`config.mk`:
```
export PLATFORM = sky130hd
export DESIGN_NAME = pressure_sensor_read_sequencer_core
export DESIGN_NICKNAME = d
export VERILOG_FILES = /design/src/hw/rtl/pssq_pkg.sv /design/src/hw/rtl/pressure_sensor_read_sequencer_core.sv /design/src/hw/rtl/pssq_step.sv
export SDC_FILE = /design/constraint.sdc
export NUM_CORES = 1
export LEC_CHECK = 0
export ABC_AREA = 1
export BUFFER_PORTS_ARGS = -buffer_cell sky130_fd_sc_hd__buf_2
export CAP_MARGIN = 25
export CORE_UTILIZATION = 40
export CTS_BUF_LIST = sky130_fd_sc_hd__clkbuf_4 sky130_fd_sc_hd__clkbuf_8
export DETAILED_ROUTE_END_ITERATION = 10
export PLACE_DENSITY_LB_ADDON = 0.08
export SYNTH_ARGS = -nofsm -noshare
export SYNTH_HDL_FRONTEND = slang
export SYNTH_HIERARCHICAL = 1
export SYNTH_SLANG_ARGS = --single-unit
```
`constraint.sdc`:
```
create_clock -name aclk -period 3.7 [get_ports aclk]
set_clock_uncertainty 0.2 [all_clocks]
set_input_delay 0.37 -clock aclk [delete_from_list [all_inputs] [get_ports aclk]]
set_output_delay 0.37 -clock aclk [all_outputs]
set_load 0.05 [all_outputs]
```
`src/hw/rtl/pssq_pkg.sv`:
```
package pssq_pkg;

    localparam int unsigned TickWidth = 24;
    localparam logic [TickWidth-1:0] TickMax = '1;

    // opcodes of an input beat
    localparam logic [2:0] OP_TICK  = 3'd0;
    localparam logic [2:0] OP_POLL  = 3'd1;
    localparam logic [2:0] OP_ID    = 3'd2;
    localparam logic [2:0] OP_TEMP  = 3'd3;
    localparam logic [2:0] OP_PRESS = 3'd4;

    // configuration register indexes
    localparam logic [1:0] CFG_LOCKUP     = 2'd0;
    localparam logic [1:0] CFG_TEMP_WAIT  = 2'd1;
    localparam logic [1:0] CFG_PRESS_WAIT = 2'd2;

    localparam logic [TickWidth-1:0] LOCKUP_RESET     = 24'd1000;
    localparam logic [TickWidth-1:0] TEMP_WAIT_RESET  = 24'd5;
    localparam logic [TickWidth-1:0] PRESS_WAIT_RESET = 24'd30;

    // error codes
    localparam logic [1:0] ERR_NONE   = 2'd0;
    localparam logic [1:0] ERR_BUSY   = 2'd1;
    localparam logic [1:0] ERR_LOCKUP = 2'd2;
    localparam logic [1:0] ERR_BAD_ID = 2'd3;

    // bus and sensor constants
    localparam logic [7:0] ADDR_WR    = 8'hee;
    localparam logic [7:0] ADDR_RD    = 8'hef;
    localparam logic [7:0] CMD_TEMP   = 8'h2e;
    localparam logic [7:0] CMD_PRESS3 = 8'hf4;
    localparam logic [7:0] REG_ID     = 8'hd0;
    localparam logic [7:0] REG_CTRL   = 8'hf4;
    localparam logic [7:0] REG_CALIB  = 8'haa;
    localparam logic [7:0] REG_RESULT = 8'hf6;
    localparam logic [7:0] CHIP_ID    = 8'h55;

    typedef enum logic [3:0] {
        PH_IDLE   = 4'd0,
        PH_ID_W   = 4'd1,
        PH_ID_R   = 4'd2,
        PH_CAL_W  = 4'd3,
        PH_CAL_R  = 4'd4,
        PH_T_CONV = 4'd5,
        PH_T_W    = 4'd6,
        PH_T_R    = 4'd7,
        PH_P_CONV = 4'd8,
        PH_P_W    = 4'd9,
        PH_P_R    = 4'd10
    } phase_t;

    typedef struct packed {
        phase_t                phase;
        logic [TickWidth-1:0]  elapsed;
        logic                  halted;
    } seq_state_t;

    typedef struct packed {
        logic [TickWidth-1:0] lockup;
        logic [TickWidth-1:0] temp_wait;
        logic [TickWidth-1:0] press_wait;
    } seq_cfg_t;

    typedef struct packed {
        logic       ready_res;
        logic       start_xfer;
        logic [7:0] bus_address;
        logic [4:0] xfer_length;
        logic [7:0] tx_byte_zero;
        logic [7:0] tx_byte_one;
        logic [1:0] error_code;
    } seq_result_t;

endpackage

```
`src/hw/rtl/pressure_sensor_read_sequencer_core.sv`:
```
// Bus transaction sequencer for a barometric pressure sensor. Each input beat is one
// event (tick, poll of the transfer engine, or a request for ID plus calibration,
// temperature or pressure) and gives exactly one result beat carrying a ready flag,
// an optional transfer order and an error code. Any error (busy, lockup, bad chip ID)
// halts the sequencer until reset. Beats pass through an input register and a result
// register with one step of phase logic between them, so one beat is taken every
// cycle while the result side keeps up. Configuration registers are to be written
// through the cfg port only while no beat is in flight; the user must keep to this,
// as the block does not enforce it. cfg_ready is always high.
module pressure_sensor_read_sequencer_core
    import pssq_pkg::*;
#(
    parameter int unsigned CALIB_BYTES = 22
) (
    input  logic        aclk,
    input  logic        aresetn,

    input  logic        cfg_valid,
    output logic        cfg_ready,
    input  logic [1:0]  cfg_index,
    input  logic [23:0] cfg_data,

    input  logic        s_valid,
    output logic        s_ready,
    input  logic [2:0]  s_opcode,
    input  logic        s_bus_idle,
    input  logic [7:0]  s_rx_first_byte,

    output logic        m_valid,
    input  logic        m_ready,
    output logic        m_ready_res,
    output logic        m_start_xfer,
    output logic [7:0]  m_bus_address,
    output logic [4:0]  m_xfer_length,
    output logic [7:0]  m_tx_byte_zero,
    output logic [7:0]  m_tx_byte_one,
    output logic [1:0]  m_error_code
);

    seq_cfg_t    cfg_reg;
    seq_state_t  state_reg;
    seq_state_t  state_next;
    seq_result_t result_next;
    seq_result_t result_reg;

    logic        in_valid_reg;
    logic [2:0]  opcode_reg;
    logic        bus_idle_reg;
    logic [7:0]  rx_reg;
    logic        out_valid_reg;
    logic        advance;
    logic        s_beat;

    assign cfg_ready = 1'b1;
    assign advance   = in_valid_reg && (!out_valid_reg || m_ready);
    assign s_ready   = !in_valid_reg || advance;
    assign s_beat    = s_valid && s_ready;

    always_ff @(posedge aclk) begin
        if (!aresetn) begin
            cfg_reg.lockup     <= LOCKUP_RESET;
            cfg_reg.temp_wait  <= TEMP_WAIT_RESET;
            cfg_reg.press_wait <= PRESS_WAIT_RESET;
        end else if (cfg_valid) begin
            case (cfg_index)
                CFG_LOCKUP:     cfg_reg.lockup     <= cfg_data;
                CFG_TEMP_WAIT:  cfg_reg.temp_wait  <= cfg_data;
                CFG_PRESS_WAIT: cfg_reg.press_wait <= cfg_data;
                default: ;
            endcase
        end
    end

    // input stage
    always_ff @(posedge aclk) begin
        if (!aresetn) begin
            in_valid_reg <= 1'b0;
        end else if (s_beat) begin
            in_valid_reg <= 1'b1;
        end else if (advance) begin
            in_valid_reg <= 1'b0;
        end
    end

    always_ff @(posedge aclk) begin
        if (s_beat) begin
            opcode_reg   <= s_opcode;
            bus_idle_reg <= s_bus_idle;
            rx_reg       <= s_rx_first_byte;
        end
    end

    pssq_step #(
        .CALIB_BYTES (CALIB_BYTES)
    ) u_step (
        .opcode        (opcode_reg),
        .bus_idle      (bus_idle_reg),
        .rx_first_byte (rx_reg),
        .cfg           (cfg_reg),
        .state         (state_reg),
        .state_next    (state_next),
        .result        (result_next)
    );

    // sequencer state moves once per beat handed to the result stage
    always_ff @(posedge aclk) begin
        if (!aresetn) begin
            state_reg.phase   <= PH_IDLE;
            state_reg.elapsed <= '0;
            state_reg.halted  <= 1'b0;
            out_valid_reg     <= 1'b0;
        end else begin
            if (advance) begin
                state_reg     <= state_next;
                out_valid_reg <= 1'b1;
            end else if (m_ready) begin
                out_valid_reg <= 1'b0;
            end
        end
    end

    always_ff @(posedge aclk) begin
        if (advance) begin
            result_reg <= result_next;
        end
    end

    assign m_valid        = out_valid_reg;
    assign m_ready_res    = result_reg.ready_res;
    assign m_start_xfer   = result_reg.start_xfer;
    assign m_bus_address  = result_reg.bus_address;
    assign m_xfer_length  = result_reg.xfer_length;
    assign m_tx_byte_zero = result_reg.tx_byte_zero;
    assign m_tx_byte_one  = result_reg.tx_byte_one;
    assign m_error_code   = result_reg.error_code;

endmodule

```
`src/hw/rtl/pssq_step.sv`:
```
module pssq_step
    import pssq_pkg::*;
#(
    parameter int unsigned CALIB_BYTES = 22
) (
    input  logic [2:0]  opcode,
    input  logic        bus_idle,
    input  logic [7:0]  rx_first_byte,
    input  seq_cfg_t    cfg,
    input  seq_state_t  state,
    output seq_state_t  state_next,
    output seq_result_t result
);

    // length field is five bits wide, so a full 32-byte table wraps to zero
    localparam logic [4:0] CalibLen = 5'(CALIB_BYTES % 32);

    logic is_request;
    logic lockup_hit;

    assign is_request = (opcode == OP_ID) || (opcode == OP_TEMP) || (opcode == OP_PRESS);
    assign lockup_hit = state.elapsed > cfg.lockup;

    // next state
    always_comb begin
        state_next = state;
        if (!state.halted) begin
            if (opcode == OP_TICK) begin
                if (state.elapsed != TickMax) begin
                    state_next.elapsed = state.elapsed + 1'b1;
                end
            end else if (is_request) begin
                if (state.phase != PH_IDLE) begin
                    state_next.halted = 1'b1;
                end else begin
                    state_next.elapsed = '0;
                    case (opcode)
                        OP_ID:   state_next.phase = PH_ID_W;
                        OP_TEMP: state_next.phase = PH_T_CONV;
                        default: state_next.phase = PH_P_CONV;
                    endcase
                end
            end else if (opcode == OP_POLL && state.phase != PH_IDLE) begin
                if (lockup_hit) begin
                    state_next.halted = 1'b1;
                end else if (bus_idle) begin
                    case (state.phase)
                        PH_ID_W: state_next.phase = PH_ID_R;
                        PH_ID_R: begin
                            if (rx_first_byte != CHIP_ID) begin
                                state_next.halted = 1'b1;
                            end else begin
                                state_next.phase = PH_CAL_W;
                            end
                        end
                        PH_CAL_W: state_next.phase = PH_CAL_R;
                        PH_T_CONV: begin
                            if (state.elapsed > cfg.temp_wait) begin
                                state_next.phase = PH_T_W;
                            end
                        end
                        PH_T_W: state_next.phase = PH_T_R;
                        PH_P_CONV: begin
                            if (state.elapsed > cfg.press_wait) begin
                                state_next.phase = PH_P_W;
                            end
                        end
                        PH_P_W:  state_next.phase = PH_P_R;
                        default: state_next.phase = PH_IDLE;
                    endcase
                end
            end
        end
    end

    // result beat
    always_comb begin
        result = '0;
        if (!state.halted) begin
            if (is_request) begin
                if (state.phase != PH_IDLE) begin
                    result.error_code = ERR_BUSY;
                end else begin
                    result.start_xfer  = 1'b1;
                    result.bus_address = ADDR_WR;
                    case (opcode)
                        OP_ID: begin
                            result.xfer_length  = 5'd1;
                            result.tx_byte_zero = REG_ID;
                        end
                        OP_TEMP: begin
                            result.xfer_length  = 5'd2;
                            result.tx_byte_zero = REG_CTRL;
                            result.tx_byte_one  = CMD_TEMP;
                        end
                        default: begin
                            result.xfer_length  = 5'd2;
                            result.tx_byte_zero = REG_CTRL;
                            result.tx_byte_one  = CMD_PRESS3;
                        end
                    endcase
                end
            end else if (opcode == OP_POLL) begin
                if (state.phase == PH_IDLE) begin
                    result.ready_res = 1'b1;
                end else if (lockup_hit) begin
                    result.error_code = ERR_LOCKUP;
                end else if (bus_idle) begin
                    case (state.phase)
                        PH_ID_W: begin
                            result.start_xfer  = 1'b1;
                            result.bus_address = ADDR_RD;
                            result.xfer_length = 5'd1;
                        end
                        PH_ID_R: begin
                            if (rx_first_byte != CHIP_ID) begin
                                result.error_code = ERR_BAD_ID;
                            end else begin
                                result.start_xfer   = 1'b1;
                                result.bus_address  = ADDR_WR;
                                result.xfer_length  = 5'd1;
                                result.tx_byte_zero = REG_CALIB;
                            end
                        end
                        PH_CAL_W: begin
                            result.start_xfer  = 1'b1;
                            result.bus_address = ADDR_RD;
                            result.xfer_length = CalibLen;
                        end
                        PH_T_CONV: begin
                            if (state.elapsed > cfg.temp_wait) begin
                                result.start_xfer   = 1'b1;
                                result.bus_address  = ADDR_WR;
                                result.xfer_length  = 5'd1;
                                result.tx_byte_zero = REG_RESULT;
                            end
                        end
                        PH_T_W: begin
                            result.start_xfer  = 1'b1;
                            result.bus_address = ADDR_RD;
                            result.xfer_length = 5'd2;
                        end
                        PH_P_CONV: begin
                            if (state.elapsed > cfg.press_wait) begin
                                result.start_xfer   = 1'b1;
                                result.bus_address  = ADDR_WR;
                                result.xfer_length  = 5'd1;
                                result.tx_byte_zero = REG_RESULT;
                            end
                        end
                        PH_P_W: begin
                            result.start_xfer  = 1'b1;
                            result.bus_address = ADDR_RD;
                            result.xfer_length = 5'd3;
                        end
                        default: result = '0;
                    endcase
                end
            end
        end
    end

endmodule

```
* Word-level counts from Yosys, hierarchy flattened
Index checks and enable logic that the tools add are counted.
Cells by class: add/sub/neg operators 1, magnitude comparators 3, equal/unequal tests 22, muxes and demuxes 53, bitwise logic cells 3, reductions and logical operators 24
Operators by type and width (count):
- two-way mux 22 bit | 12
- two-way mux 32 bit | 4
- one-hot mux 14 bit (7 select lines) | 1
- greater-than comparator 24 bit | 3
- two-way mux 24 bit | 3
- two-way mux 31 bit | 1
- two-way mux 30 bit | 1
- two-way mux 28 bit | 1
- two-way mux 4 bit | 7
- one-hot mux 4 bit (7 select lines) | 1
- adder 24 x 1 -> 24 bit (second input constant) | 1
- != test 24 bit (second input constant) | 1
- one-hot mux 8 bit (3 select lines) | 1
- one-hot mux 8 bit (2 select lines) | 1
- two-way mux 1 bit | 15
- two-way mux 10 bit | 1
- AND reduction 10 bit | 1
- nonzero test 2 bit | 5
- == test 4 x 2 -> 1 bit (second input constant) | 2
- == test 4 x 3 -> 1 bit (second input constant) | 2
- == test 4 bit (second input constant) | 2
- != test 8 x 7 -> 1 bit (second input constant) | 1
- one-hot mux 4 bit (2 select lines) | 1
- == test 3 x 2 -> 1 bit (second input constant) | 2
- other kinds (21) | 36
Word-level totals: register bits after elaboration 148, input port bits 43

* Logic depth before layout (Yosys ltp)
depth in word-level cells 11, depth in mapped cells 21, depth with buffers taken out 21

* Hierarchy
The synthesis kept the hierarchy.
By module, submodules not included:
- pressure_sensor_read_sequencer_core | instances 1, cells an instance 693, area an instance 5714.2 µm²
- pssq_step | instances 1, cells an instance 693, area an instance 3865.0 µm²

* Worst setup path before layout
No wires, ideal clock.
kind flip-flop to flip-flop, from reg in_valid_reg, to reg result_reg, in the netlist m_bus_address[0], enable pin, setup time 0.434 ns, arrival time 2.287 ns, required time 3.066 ns, slack 0.778 ns, stages on the path, launching flop included 5, cell sequence dfxtp_1 buf_2 buf_2 inv_1 a21oi_1
Between the ends: word-level cells in the longest chain between the ends 1
Ends and longest elaborated chain:
- from (decl) | line pressure_sensor_read_sequencer_core.sv:46 | logic in_valid_reg;
- from (signal assigned) | line pressure_sensor_read_sequencer_core.sv:77 | in_valid_reg <= 1'b0;
- from (signal assigned) | line pressure_sensor_read_sequencer_core.sv:79 | in_valid_reg <= 1'b1;
- from (signal assigned) | line pressure_sensor_read_sequencer_core.sv:81 | in_valid_reg <= 1'b0;
- logical AND 1 bit | line pressure_sensor_read_sequencer_core.sv:55 | assign advance = in_valid_reg && (!out_valid_reg || m_ready);
- named net advance | line pressure_sensor_read_sequencer_core.sv:51 | logic advance;
- to (signal assigned) | line pressure_sensor_read_sequencer_core.sv:124 | result_reg <= result_next;
- to (decl) | line pressure_sensor_read_sequencer_core.sv:44 | seq_result_t result_reg;
The timed path passes the listed nets, and every way through them passes these cells. A chain may end at the register's enable or synchronous reset.

* Final worst setup path
from reg state_reg[16] in the netlist's numbering, to reg result_reg, in the netlist m_bus_address[5], data pin
Between the ends: word-level cells in the longest chain between the ends 11, elaborated cells between the ends (all ways) 17, those cells by class order compare (3); mux (14)
Ends and longest elaborated chain:
- from (decl) | line pressure_sensor_read_sequencer_core.sv:41 | seq_state_t state_reg;
- from (signal assigned) | line pressure_sensor_read_sequencer_core.sv:114 | state_reg <= state_next;
- greater-than comparator 24 bit, on equally long branches | line pssq_step.sv:144, pssq_step.sv:131
- two-way mux 22 bit, on equally long branches | line pssq_step.sv:144, pssq_step.sv:131
- two-way mux 22 bit | line pssq_step.sv:103 | end else if (opcode == OP_POLL) begin
- two-way mux 22 bit | line pssq_step.sv:80 | if (is_request) begin
- two-way mux 22 bit | line pssq_step.sv:79 | if (!state.halted) begin
- one-hot mux 14 bit (7 select lines) | line pssq_step.sv:109 | case (state.phase)
- two-way mux 32 bit | line pssq_step.sv:108 | end else if (bus_idle) begin
- two-way mux 31 bit * | line pssq_step.sv:106 | end else if (lockup_hit) begin
- two-way mux 32 bit * | line pssq_step.sv:104 | if (state.phase == PH_IDLE) begin
- two-way mux 32 bit * | line pssq_step.sv:103
- two-way mux 32 bit * | line pssq_step.sv:80
Mark *: on every way between the ends. The rest lies on a longest branch, timed or not. The select of a mux whose other input is x is not followed.

==> flow_summary.ini <==
[global_routing]
antenna_found_initial = 0
grt_overflow_total = 0
grt.total_usage_pct = 20.36
first_global_vias = 7750
grt_max_degree = 103
grt_pass1_wl_mm = 39.53

[yosys]
yosysUniqueCellTypes = 47
yosys-top-cells-area = dfxtp_1 22%, edfxtp_1 14%, nand2_1 12%
synth_seq_cells = 148
yosys.area.top_type = dfxtp_1
syn_inst = 1386
syn_avg_cell_area_um2 = 6.911
yosysSeqAreaShare_pct = 35.63
ys_warn_count = 6
synth_top_area_share_pct = 21.53
syn_area_um2 = 9579

[cts]
worst_skew_pair.late_latency_ns = 0.47
cts-root-buf = clkbuf_8
cts_max_level = 4
cts_tree = built
cts_resized = 0
cts_buffer_depth = 2
clock_sinks = 148
path_clk_slew_ns = 0.10
cts_made_buffers = 17

[floorplan]
die_w_um = 156.8
pin_count = 79
initial_utilization_pct = 40.81
die_y_um = 156.8
die_area_um2 = 24570
core_area_um2 = 23470
num_rows = 56

[timing]
relSlewSlack_pct = 51.65
setup_violations = 0
fmax_ghz = 0.3424
setup-tns-final_ns = 0
period_needed_ns = 2.921
tightest_slew_ns = 0.7214
whs_ns = 0.06106
drv_slew = 0
rsz0062_at_grt = false
fin_crit_sh_pct = 78.94
timing.final.hold_violations = 0

[critical_path]
setup.worst_path.start_class = flop
cpMostUsedCell = nand2_1
cpPeakStageDelay_ns = 0.59
crit_fanout = 10
slowest_stage = dfxtp_1
cp_cell_sequence = ha_1 -> a21o_1 -> nor2_1 -> nand2_1 -> nand2_1 -> nand3_1 -> nand2_2 -> nand4_2 -> inv_2 -> nand2_1 -> a21oi_1
crit_arrival_ns = 2.93
required_ns = 3.71
critPathKind = reg -> reg
endpoint_kind = flop

[routing]
drt_iter0_drc = 456
vias = 8459
avgViaCountPerCell = 4.715
routed_wl_mm = 24.06
wl_per_cell_um = 13.41
ant_nets = 0
drcViolationCount = 0
dr.pass1.iters = 5

[place]
port_buffers = 77
gp_congestion = 0.9205
place_inst = 1723
post-dp-hpwl_mm = 17.11

[hold_path]
min_path_type = in -> reg

[finish]
antenna_cells = 0
syn_to_final_growth_pct = 13.39
layout-drive-gt1-share_pct = 11.59
fillers = 2441
postLayoutCoreUtil_pct = 46.27
fin_nets = 1578
final_cells = 1794
regArea_um2 = 3415
multi_input_area_um2 = 4877
largest_reg_flops = 72

[pwr]
fin_total_pwr_w = 0.004000
vdd_ir_drop_max_mv = 0.2007
power_density_nw_per_um2 = 368.3
power_leakage_nw = 5.329

[run_status]
status = completed

[run]
maxCapViolCount = 0
## layer usage
metal | track usage [%] | routed length, µm
met1 | 28.80 | 12290
met4 | 4.762 | 211
met2 | 32.53 | 10670
met5 | 0 | 0
met3 | 2.797 | 889
## cell type report
class / count / share of cell area, %
Clock buffer: 18 / 2.223
Clock inverter: 14 / 1.313
Tap cell: 319 / 3.675
Multi-Input combinational cell: 929 / 44.90
Timing Repair Buffer: 124 / 8.064
Inverter: 242 / 8.386
Sequential cell: 148 / 31.44
## stage by stage
| stage | cell area [µm²] | worst slack, ns |
|---|---|---|
| floorplan | 9590 | 0.7785 |
| global route | 10860 | 0.6140 |
| finish | 10860 | 0.7794 |
| global placement | 10060 | 0.7786 |
| CTS | 10810 | 0.7642 |
| detailed placement | 10060 | 0.7803 |
## cells in the mapped netlist, drive strengths merged
cell type,instances
nand2,323
inv,242
nor2,212
dfxtp,103
nand3,102
a21oi,89
ha,73
buf,52
edfxtp,45
o21ai,34
nor3,24
nand4,23
clkbuf,18
xor2,10
o211ai,6
o21a,5
a21o,4
o31ai,4
nor4,3
a21boi,2
a22oi,2
and2,2
conb,2
nand3b,2
and3,1
o21bai,1
o22ai,1
xnor2,1
## timing repair
action                                 4_1_cts  5_1_grt
hold buffers                                37        0
setup buffers                                0        0
endpoints found under the hold margin       66        0
## cells in the final DEF, fill, tap and decap left out, drive strengths merged, types with 37 or more instances in the layout
master and n:
dlygate4sd3 37, dfxtp 103, a21oi 89, edfxtp 45, nor2 212, inv 249, nand2 323, ha 73
buf 87, nand3 102
## final timing paths
kind	endpoint	cells past startpoint	from	slack, ns
worst max-delay path	m_bus_address[5]$_DFFE_PP_	11	state_reg[16]$_SDFFE_PN0P_	0.78
worst min-delay path	in_valid_reg$_SDFFE_PN0P_	4	m_ready	0.06
worst min register to register	cfg_reg[51]$_SDFFE_PN1P_	2	cfg_reg[51]$_SDFFE_PN1P_	0.26
worst max register to register	m_bus_address[5]$_DFFE_PP_	11	state_reg[16]$_SDFFE_PN0P_	0.78
## worst max-delay path: cells and delay by family, from the launching register on
| kind | cells | cell delay (ns) |
|---|---|---|
| simple gates | 7 | 0.88 |
| fa+ha+maj | 1 | 0.33 |
| buf+inv | 1 | 0.10 |
| flops | 1 | 0.59 |
| compound gates | 2 | 0.57 |
## cells by family after synthesis
group,Yosys count,synth area share (%)
other,2,0.07840
adders and majority gates,73,9.535
and+or+nand+nor,692,31.54
DFF,148,35.63
buffers and inverters,312,13.71
xor gates and xnor gates,11,1.006
AOI/OAI and AO/OA,148,8.490
## power breakdown
part	switching, W	internal (W)	total (W)
sequential	0.0000841	0.00177	0.00185
clock	0.000725	0.000560	0.00129
combinational	0.000568	0.000296	0.000864
total	0.00138	0.00262	0.00400
Note: power is estimated with default switching activity, not from simulation.
